$ cat src/rtl/core/bbn_pkg.sv
`timescale 1ns / 1ps
package bbn_pkg;
	typedef struct packed {
		logic [31:0] coord_x;
		logic [31:0] coord_y;
		logic [31:0] coord_z;
		logic        last_vertex;
	} bbn_in_t;

	typedef struct packed {
		logic [31:0] scale_factor;
		logic [31:0] offset_x;
		logic [31:0] offset_y;
		logic [31:0] offset_z;
		logic        degenerate;
	} bbn_out_t;

	localparam int SqrtSteps = 35;
	localparam int DivSteps  = 34;

	typedef struct packed {
		logic fold;
		logic sq_load;
		logic sq_step;
		logic sum_load;
		logic rt_load;
		logic rt_step;
		logic dv_load;
		logic dv_step;
		logic off_load;
		logic [1:0] off_axis;
		logic clear;
	} bbn_cmd_t;
endpackage

$ cat src/rtl/core/bbn_ctrl.sv
`timescale 1ns / 1ps
module bbn_ctrl import bbn_pkg::*; (
	input  logic     clk,
	input  logic     arst_n,
	input  logic     start,
	input  logic     last_vertex,
	output logic     busy,
	output logic     done,
	output bbn_cmd_t cmd
);
	localparam logic [2:0] StIdle = 3'd0;
	localparam logic [2:0] StSq   = 3'd1;
	localparam logic [2:0] StSum  = 3'd2;
	localparam logic [2:0] StRoot = 3'd3;
	localparam logic [2:0] StDiv  = 3'd4;
	localparam logic [2:0] StOff  = 3'd5;
	localparam logic [2:0] StSize = 3'd6;

	logic [2:0] state_q;
	logic [5:0] cnt_q;
	logic       done_q;
	logic       acc;

	assign acc  = start && state_q == StIdle;
	assign busy = state_q != StIdle;
	assign done = done_q;

	always_comb begin
		cmd          = '0;
		cmd.fold     = acc;
		cmd.off_axis = cnt_q[1:0];
		case (state_q)
			StSize: cmd.sq_load = 1'b1;
			StSq:   cmd.sq_step = 1'b1;
			StSum:  begin
				cmd.sum_load = 1'b1;
			end
			StRoot: begin
				cmd.rt_load = cnt_q == 6'd0 && !cmd.sum_load;
				cmd.rt_step = cnt_q != 6'd0;
				cmd.dv_load = cnt_q == 6'(SqrtSteps);
			end
			StDiv:  cmd.dv_step = 1'b1;
			StOff:  begin
				cmd.off_load = cnt_q != 6'd3;
				cmd.clear    = cnt_q == 6'd3;
			end
			default: cmd.clear = 1'b0;
		endcase
	end

	always_ff @(posedge clk or negedge arst_n) begin
		if (!arst_n) begin
			state_q <= StIdle;
			cnt_q   <= '0;
			done_q  <= 1'b0;
		end else begin
			done_q <= 1'b0;
			case (state_q)
				StIdle: if (acc && last_vertex) state_q <= StSize;
				StSize: state_q <= StSq;
				StSq:   state_q <= StSum;
				StSum:  begin
					state_q <= StRoot;
					cnt_q   <= '0;
				end
				StRoot: begin
					if (cnt_q == 6'(SqrtSteps)) begin
						state_q <= StDiv;
						cnt_q   <= '0;
					end else cnt_q <= cnt_q + 6'd1;
				end
				StDiv: begin
					if (cnt_q == 6'(DivSteps - 1)) begin
						state_q <= StOff;
						cnt_q   <= '0;
					end else cnt_q <= cnt_q + 6'd1;
				end
				StOff: begin
					if (cnt_q == 6'd3) begin
						state_q <= StIdle;
						cnt_q   <= '0;
						done_q  <= 1'b1;
					end else cnt_q <= cnt_q + 6'd1;
				end
				default: state_q <= StIdle;
			endcase
		end
	end
endmodule

$ cat config.mk
export PLATFORM = sky130hd
export DESIGN_NAME = bbn_ctrl
export DESIGN_NICKNAME = d
export VERILOG_FILES = /design/src/rtl/core/bbn_pkg.sv /design/src/rtl/core/bbn_ctrl.sv
export SDC_FILE = /design/constraint.sdc
export NUM_CORES = 1
export LEC_CHECK = 0
export BUFFER_PORTS_ARGS = -buffer_cell sky130_fd_sc_hd__buf_2
export CORE_MARGIN = 5
export CORE_UTILIZATION = 51
export DETAILED_ROUTE_END_ITERATION = 8
export HOLD_SLACK_MARGIN = 0.15
export PLACE_DENSITY = 0.77
export SLEW_MARGIN = 30
export SYNTH_ARGS = -nofsm -noshare
export SYNTH_HDL_FRONTEND = slang
export SYNTH_SLANG_ARGS = --single-unit
$ cat constraint.sdc
create_clock -name clk -period 2.6 [get_ports clk]
set_clock_uncertainty 0.15 [all_clocks]
set_input_delay 0.52 -clock clk [delete_from_list [all_inputs] [get_ports clk]]
set_output_delay 0.52 -clock clk [all_outputs]
set_load 0.01 [all_outputs]
== Word-level counts from Yosys, hierarchy flattened ==
Cells that the tools add are included.

* Register bits after elaboration: 10
* Output and inout port bits: 14

* $add $sub $neg: 1
* Equality and inequality tests: 14
* Mux-type cells: 18
* Reductions and logical operators: 8

{| class="wikitable"
|+ Operators by type and width
! cell !! count
|-
| $pmux 6 s4 || 1
|-
| $pmux 3 s7 || 1
|-
| $mux 6 || 3
|-
| $mux 3 || 5
|-
| $eq 6x6->1 const B || 2
|-
| $eq 3x3->1 const B || 3
|-
| $mux 1 || 8
|-
| $add 6x1->6 const B || 1
|-
| $eq 3x2->1 const B || 2
|-
| $eq 6x2->1 const B || 1
|-
| $logic_not 6->1 || 1
|-
| $ne 2x2->1 const B || 3
|-
| $ne 6x2->1 const B || 1
|-
| $reduce_bool 6->1 || 1
|-
| $reduce_and 4->1 || 1
|-
| $reduce_bool 4->1 || 1
|-
| $eq 3x1->1 const B || 1
|-
| $logic_not 3->1 || 1
|-
| $reduce_bool 3->1 || 1
|-
| $logic_and 1x1->1 || 2
|-
| $ne 2x1->1 const B || 1
|}

== Depth between registers and ports, before layout ==
Gate-level depths: netlist (run 1).

* Depth after elaboration: 5
* Depth in mapped cells: 6
* Gate-level depth less buffers: 6

== Worst setup path before layout (run 1) ==
No wires, ideal clock.

* Path type: reg-to-output
* From: reg cnt_q[3]
* To: out cmd[0] in the netlist's numbering
* Arrival time: 1.315 ns
* Path slack: 0.615 ns
* Stages on the path, launching flop included: 3
* Path through: dfrtp_1 or3_4 nor4_1

{| class="wikitable"
|+ RTL lines
! element !! RTL line !! text
|-
| from (decl) || bbn_ctrl.sv:20 || <nowiki>logic [5:0] cnt_q;</nowiki>
|-
| from (signal assigned) || bbn_ctrl.sv:71 || <nowiki>end else cnt_q <= cnt_q + 6'd1;</nowiki>
|-
| from (signal assigned) || bbn_ctrl.sv:77 || <nowiki>end else cnt_q <= cnt_q + 6'd1;</nowiki>
|-
| from (signal assigned) || bbn_ctrl.sv:84 || <nowiki>end else cnt_q <= cnt_q + 6'd1;</nowiki>
|-
| to (decl) || bbn_ctrl.sv:9 || <nowiki>output bbn_cmd_t cmd</nowiki>
|}

==> run metrics, run 1 <==
status complete, no violations; Pint 432 uW; share of layout cells above drive strength 1 0.248; Mapped Nets 94; Max VDD drop 489 uV; critical path endpoint category output port; Final Hold Viols 0; gr usage total 0.157; final worst slack 0.264 ns; Clk pwr share 0.140; sw power 343 uW; first-pass GRT wire length 2530 um; switch share 0.443; pre-CTS setup slack 0.551 ns; Pins Over Slew Limit 0; crit share post-route 0.899; final core utilization 0.614; vias per cell 5.84; fin cells 116; vias in the first global route 558; Slew HR 0.712; clk buf depth 2; Seq. cell area 250 um^2; Port Buf Inserts 17; dpl hpwl approximately 1200 um; CP Data Required Time 1.93 ns; # fillers 119; WL/cell 13.5 um; Leakage 0.410 nW; type of origin of the critical path flop; syn avg cell area 8.57 um^2; RSZ-0062 raised after global routing false; antenna viol nets, final 0; metal1 wirelength 715 um; power share of the combinational group 0.466; pin count of the biggest net entering global routing 14; register area share after synthesis 0.336; Hold Crit Depth 2; Min-Delay Startpoint cnt_q[4]; Primary FF master, synth dfrtp_1; wire length on met2 695 um; Final TNS setup 0 ns; Max Clk Rate 428 MHz; post-synth cell types 36; Cell Count Post-Placement 112; max-capacitance violation count 0; Cells after Synth 87; routability cong. 0.768; DRC Markers 0; Synth Register Bits 10; wire length on met3 between 100 and 150 um; Worst Path Max Fanout 8; final setup fails 0; Worst Hold Path EP cnt_q[4]; Async S/R FF share, synth 1.00; Worst Setup SP cnt_q[0]; initial antenna violation count 0; Rows 13; worst reg2reg setup slack around 0.67 ns; antenna fix cells 0; Clk pin slew, worst setup/hold paths 0.07 ns; 1st-iter DRT viols 20; commonest cells after routing, fill and taps aside 17 x buf_2, 10 x dfrtp_1, 9 x nor2_1; multi-input combinational cell area 419 um^2; die footprint around 2300 um^2; chip height 48.2 um; Reg-to-Reg End cnt_q[2]; 1st-pass router iterations 4; worst skew pair latency 0.27 ns; Initial Util 0.552; Worst-Margin Slew 0.433 ns; Top Metal Used met4; final critical-path required period 2.34 ns; Final #Nets 110; final WL 1560 um; Hold Path Class reg2reg; CP Class reg2out; RR Startpoint cnt_q[0]; TritonCTS clock tree built; Syn-to-layout area delta 11.1%; remaining global-route overflow 0; htree depth 1; Yosys warning total 0; leading cell type in the layout, fill and taps excluded buf_2; worst path arrival time 1.67 ns; TritonCTS buffer count 3; pwr/cell area 936 nW/um^2; number of flops mapped to enable cells by yosys 0; # IOs 18; CTS sink count 10; Horiz. Die Dim 48.2 um; clk root buf clkbuf_4; worst-case reg-to-reg path depth 5; post-CTS setup buffers 0; vias 678; cell area after synthesis 746 um^2; Sequential Power Share 0.394; CORE AREA roughly 1400 um^2
-- cell families (layout without fill, tap and decap cells) --
kind of cell               after synthesis  count (layout)  share of synthesized area
buffers and inverters                   13              27                      0.102
xor gates and xnor gates                 1               1                     0.0117
DFF                                     10              10                      0.336
AOI/OAI and AO/OA                       20              20                      0.201
and+or+nand+nor                         40              40                      0.299
adders and majority gates                3               3                     0.0503
-- state kept, by name (all words and copies together) (netlist names) --
signal	count
state_q	3
cnt_q	6
done	1
-- synth_stat cells (2+ instances only) --
cell | count | share of area
nand2b_1 | 2 | 0.017
nor2_1 | 9 | 0.045
o31ai_1 | 2 | 0.020
o21ai_0 | 4 | 0.027
nor3_1 | 2 | 0.013
dfrtp_1 | 10 | 0.34
or3_1 | 2 | 0.017
nand3b_1 | 2 | 0.020
o21a_1 | 2 | 0.020
nor3b_1 | 2 | 0.020
ha_1 | 3 | 0.050
inv_1 | 6 | 0.030
nand3_1 | 4 | 0.027
a21oi_1 | 4 | 0.027
nand2_1 | 8 | 0.040
buf_4 | 5 | 0.050
-- timing repair --
| item | 4_1_cts | 5_1_grt |
|---|---|---|
| setup endpoints to repair | 0 | 0 |
| hold endpoints to repair | 10 | 0 |
| hold buffers | 1 | 0 |
| gates resized for setup | 0 | 0 |
-- per-stage QoR --
stage               instance area, um^2  hold slack, ns  total power, mW
global placement                    796           0.243            0.651
global route                        828           0.476            0.846
finish                              828           0.441            0.775
detailed placement                  796           0.248            0.664
CTS                                 828           0.440            0.775
floorplan                           746          0.0744            0.603
-- worst max path at each step --
stage / end / slack, ns / depth (start not counted)
global placement: cmd[0] / 0.58 / 3
global route: cmd[3] / 0.05 / 5
floorplan: cmd[0] / 0.61 / 2
CTS: cmd[3] / 0.25 / 4
finish: cmd[3] / 0.26 / 5
detailed placement: cmd[3] / 0.55 / 4
-- power groups by stage --
stage / logic [mW] / registers (mW) / clock network [mW]
after CTS: 0.361 / 0.303 / 0.111
final: 0.361 / 0.305 / 0.109
after global placement: 0.349 / 0.302 / 0
after global routing: 0.409 / 0.320 / 0.117
after floorplan: 0.337 / 0.266 / 0
after detailed placement: 0.357 / 0.307 / 0
-- final cells by class --
class | instances | area share
Clock buffer | 3 | 0.0272
Inverter | 6 | 0.0272
Multi-Input combinational cell | 64 | 0.506
Sequential cell | 10 | 0.302
Tap cell | 15 | 0.0227
Timing Repair Buffer | 18 | 0.115
-- metal layers --
metal  vias to the layer above  global-route usage
met3                         3              0.0443
met2                        25               0.206
met4                         0              0.0645
li1                        331                   -
met5                         -                   0
met1                       319               0.237
-- critical path: stages (launching register included) --
cell      delay, ns
dfrtp_1        0.47
ha_1           0.33
nand2b_1       0.10
o21ai_0        0.29
nor2_1         0.06
buf_2          0.14
No activity file was read; power rests on OpenSTA's default activity.
==> run 2: changes to the inputs <==
SETUP_SLACK_MARGIN = 0.3   (was unset)
==> run 2 against run 1 <==
Effect of this change:
- cell area is 4.4% higher
- final cell count grew 0.86%
- via count up 1.5%
- maximum frequency grew 5.0%
- critical path depth shrank 2
- die area stayed put
- total power rose by 6.9%
- routed wire length up 5.2%
- worst hold slack lost 0.029 ns
- sequential cell count did not move
- combinational power is 12% higher
- sequential power grew 3%
==> run metrics, run 2 (synthesis results as in run 1) <==
RSZ-0062 raised after global routing false; leading cell type in the layout, fill and taps excluded buf_2; register with the most flip-flops cnt_q; routability cong. 0.768; vias in the first global route 570; final WL 1640 um; commonest cells after routing, fill and taps aside 17 x buf_2, 8 x nor2_1, 8 x nand2_1; CP Class reg2out; Max VDD drop 510 uV; Cell Count Post-Placement roughly 110; type of origin of the critical path flop; CP Cell Sequence or3_4 -> nor4_4 -> buf_2; WP buf/inv 1; htree depth 1; die footprint 2330 um^2; remaining global-route overflow 0; design area 865 um^2; max incr delay on CP 0.45 ns; chip height 48.2 um; Final Hold Viols 0; Slew HR 0.729; Worst Path Max Fanout 6; Clk pin slew, worst setup/hold paths 0.07 ns; CORE AREA 1350 um^2; worst path arrival time 1.56 ns; max reg flops 6; Initial Util 0.552; 1st-pass router iterations 4; TritonCTS buffer count 3; first-pass GRT wire length between 2000 and 3000 um; pin count of the biggest net entering global routing 14; clk buf depth 2; final setup fails 0; placed cell area 796 um^2; Max Clk Rate 449 MHz; fin cells 117; initial antenna violation count 0; DRC Markers 0; status complete, no violations; share of layout cells above drive strength 1 0.333; vias between 600 and 700; Horiz. Die Dim 48.2 um; WL/cell between 10 and 15 um; Leakage 0.411 nW; worst skew pair latency ~0.27 ns; Slowest-stage cell, CP or3_4; antenna fix cells 0; 1st-iter DRT viols 25; critical path's top delay family simple AND/OR/NAND/NOR gates; CTS sink count 10; Final TNS setup 0 ns; Final #Nets 111; max-capacitance violation count 0; vias per cell 5.88; final core utilization 0.640; Worst-Margin Slew 0.403 ns; clk root buf clkbuf_4; final critical-path required period 2.23 ns; pwr/cell area 958 nW/um^2; crit share post-route 0.856; gr usage total 0.160; Rows 13; Pins Over Slew Limit 0; critical path endpoint category output port; Port Buf Inserts 17; Syn-to-layout area delta 15.9%; # IOs 18; dpl hpwl 1160 um; Hold Path Class reg2reg; antenna viol nets, final 0; CP Data Required Time 1.93 ns; TritonCTS clock tree built
-- run 2: tightest hold or removal path, stage by stage (launching register included) --
cell	delay (ns)
dfrtp_2	0.41
nand2_1	0.06
nand2_1	0.07
-- run 2: layout make-up --
| type | instances | area (um^2) |
|---|---|---|
| clock buffer | 3 | 22.5 |
| fill | 111 | 485 |
| inverter | 6 | 22.5 |
| multi-input combinational | 64 | 443 |
| sequential | 10 | 255 |
| tap | 15 | 18.8 |
| timing repair buffer | 19 | 103 |
-- run 2: worst paths after layout --
check	startpoint	end	slack, ns	cells past startpoint
setup / recovery	cnt_q[4]	cmd[0]	0.37	3
hold / removal	cnt_q[4]	cnt_q[4]	0.41	2
setup reg to reg	cnt_q[4]	cnt_q[2]	0.71	5
hold reg to reg	cnt_q[4]	cnt_q[4]	0.41	2
max in group asynchronous	arst_n	state_q[2]	1.60	2
min in group asynchronous	arst_n	cnt_q[2]	0.49	2
-- run 2: where the power goes --
part | total, mW | internal (mW) | switching (mW) | leakage, nW
clock network | 0.110 | 0.0536 | 0.0562 | 0.0138
logic | 0.405 | 0.188 | 0.218 | 0.277
registers | 0.313 | 0.214 | 0.0992 | 0.120
total | 0.828 | 0.455 | 0.373 | 0.411
-- run 2: metal layers --
layer  GRT usage  vias to the layer above  routed length (um)
li1            -                      336                   -
met1       0.239                      331                 782
met2       0.211                       19                 760
met3      0.0443                        2                  88
met4      0.0645                        0                  12
met5           0                        -                   0
-- run 2: what timing repair did --
action	4_1_cts	5_1_grt
buffers inserted	0	1
setup endpoints to repair	2	3
resized for setup	2	8
endpoints found under the hold margin	10	0
hold buffers	1	0
pin swaps	0	1
-- run 2: stage by stage --
stage	power (mW)	setup WS [ns]	hold slack (ns)
after global placement	0.651	0.576	0.243
after CTS	0.782	0.321	0.440
after detailed placement	0.664	0.551	0.248
after global routing	0.900	0.303	0.432
final	0.828	0.374	0.411
after floorplan	0.603	0.615	0.0744
==> run 3: changes to the inputs <==
--- a/config.mk
+++ b/config.mk
@@ -12,4 +12,5 @@
 export HOLD_SLACK_MARGIN = 0.15
 export PLACE_DENSITY = 0.77
+export RECOVER_POWER = 100
 export SETUP_SLACK_MARGIN = 0.3
 export SLEW_MARGIN = 30
==> constraint.sdc (replaced) <==
create_clock -name clk -period 2.6 [get_ports clk]
set_clock_uncertainty 0.15 [all_clocks]
set_input_delay 0.26 -clock clk [delete_from_list [all_inputs] [get_ports clk]]
set_output_delay 0.26 -clock clk [all_outputs]
set_load 0.01 [all_outputs]
==> run 3 against run 2 <==
Effect of this change:
- non-clock buffer count is 1 lower
- cell area is 7.7% lower
- global-route usage is 0.14 points lower
- first-iteration DRC count is 48% lower
- final cell count stayed put
- routed wire length is 5.6% lower
==> run metrics, run 3 (synthesis results as in run 1) <==
fin cells 117; TritonCTS buffer count 3; crit share post-route 0.837; max-capacitance violation count 0; worst skew pair latency 0.28 ns; final setup fails 0; antenna fix cells 0; register with the most flip-flops cnt_q; initial antenna violation count 0; power share of the combinational group 0.424; # fillers between 100 and 150; sw power 339 uW; multi-input combinational cell area 393 um^2; Cell Count Post-Placement 112; Hold Path Class in2reg; # resized after CTS 0; 1st-pass router iterations 4; routability cong. 0.806; commonest cells after routing, fill and taps aside 14 x clkbuf_1, 10 x dfrtp_1, 9 x nor2_1; Syn-to-layout area delta 7.05%; RSZ-0062 raised after global routing false; worst reg2reg setup slack between 0.5 and 0.6 ns; remaining global-route overflow 0; type of origin of the critical path flop; clk buf depth 2; vias in the first global route 566; Rows 13; CP Class reg2out; Pins Over Slew Limit 0; CP Cell Sequence or3_1 -> o21ai_0 -> nor2_1 -> clkbuf_1; worst-case reg-to-reg path depth 5; # IOs 18; Pwr Total 780 uW; final WL 1550 um; Sequential Power Share 0.390; max reg flops 6; pre-CTS setup slack 0.703 ns; post-CTS setup buffers 0; Max VDD drop 539 uV; Slowest-stage cell, CP or3_1; Max Clk Rate 460 MHz; pin count of the biggest net entering global routing 14; CORE AREA 1350 um^2; Clk pin slew, worst setup/hold paths about 0.08 ns; dpl hpwl 1160 um; vias between 600 and 700; Final Hold Viols 0; Slew HR 0.596; Clk pwr share 0.186; gr usage total 0.158; DRC Markers 0; chip height 48.2 um; critical path endpoint category output port; Leakage 0.353 nW; clk root buf clkbuf_4; Initial Util 0.552; status complete, no violations; switch share 0.435; Seq. cell area 250 um^2; die footprint 2330 um^2; vias per cell 5.60; CTS sink count 10; CP Data Required Time 2.19 ns; leading cell type in the layout, fill and taps excluded clkbuf_1; antenna viol nets, final 0; Worst-Margin Slew 0.603 ns; htree depth 1; WL/cell 13.3 um; Worst Path Max Fanout 7; worst path arrival time 1.77 ns; final critical-path required period 2.18 ns; final worst slack 0.424 ns; Hold Crit Depth 3; 1st-iter DRT viols 13; TritonCTS clock tree built; Final TNS setup 0 ns; Port Buf Inserts 17; max incr delay on CP roughly 0.48 ns; final core utilization 0.591; pwr/cell area 977 nW/um^2; first-pass GRT wire length ~2500 um; share of layout cells above drive strength 1 0.0882; Pint 441 uW; Final #Nets 110; Horiz. Die Dim 48.2 um
[run 3: cell count changes in the layout (fill, tap and decap cells not counted), moves of 4 or more]
| cell | delta |
|---|---|
| clkbuf_1 | +14 |
| buf_2 | -14 |
| dfrtp_1 | +4 |
| dfrtp_2 | -4 |
[run 3: power groups by stage]
stage	logic [mW]	clock network, mW	registers (mW)
floorplan	0.337	0	0.266
global placement	0.350	0	0.303
detailed placement	0.358	0	0.309
CTS	0.362	0.149	0.305
global route	0.373	0.157	0.318
finish	0.330	0.145	0.304
[run 3: metal layers]
layer / vias up / wire, um / track usage / share of wire
li1: 332 / - / - / -
met1: 299 / 701 / 0.229 / 0.45
met2: 21 / 706 / 0.214 / 0.45
met3: 3 / 122 / 0.0369 / 0.079
met4: 0 / 21 / 0.0860 / 0.014
met5: - / 0 / 0 / 0
[run 3: worst paths after layout]
kind,start,to
setup / recovery,cnt_q[3],cmd[3]
hold / removal,start,state_q[1]
setup reg to reg,cnt_q[0],cnt_q[2]
hold reg to reg,cnt_q[4],cnt_q[4]
max in group asynchronous,arst_n,cnt_q[3]
min in group asynchronous,arst_n,state_q[2]
[run 3: timing repair]
item / CTS / global route
hold buffers: 1 / 0
endpoints found under the hold margin: 10 / 0
endpoints found under the setup margin: 0 / 0
[run 3: metrics by stage]
step,hold WS (ns),cell area (um^2)
after floorplan,-0.186,746
final,0.269,798
after global placement,-0.0165,796
after detailed placement,-0.0143,796
after CTS,0.218,842
after global routing,0.324,798
[run 3: worst max-delay path: cells and delay by family (launching register included)]
family          cells  cell delay (ns)
compound gates      1             0.37
simple gates        2             0.55
buf+inv             1             0.14
flops               1             0.44
[run 3: cell type report]
class | instances | share of cell area
sequential | 10 | 0.313
timing repair buffer | 18 | 0.0972
clock buffer | 4 | 0.0455
inverter | 6 | 0.0282
multi-input combinational | 64 | 0.492
tap | 15 | 0.0235
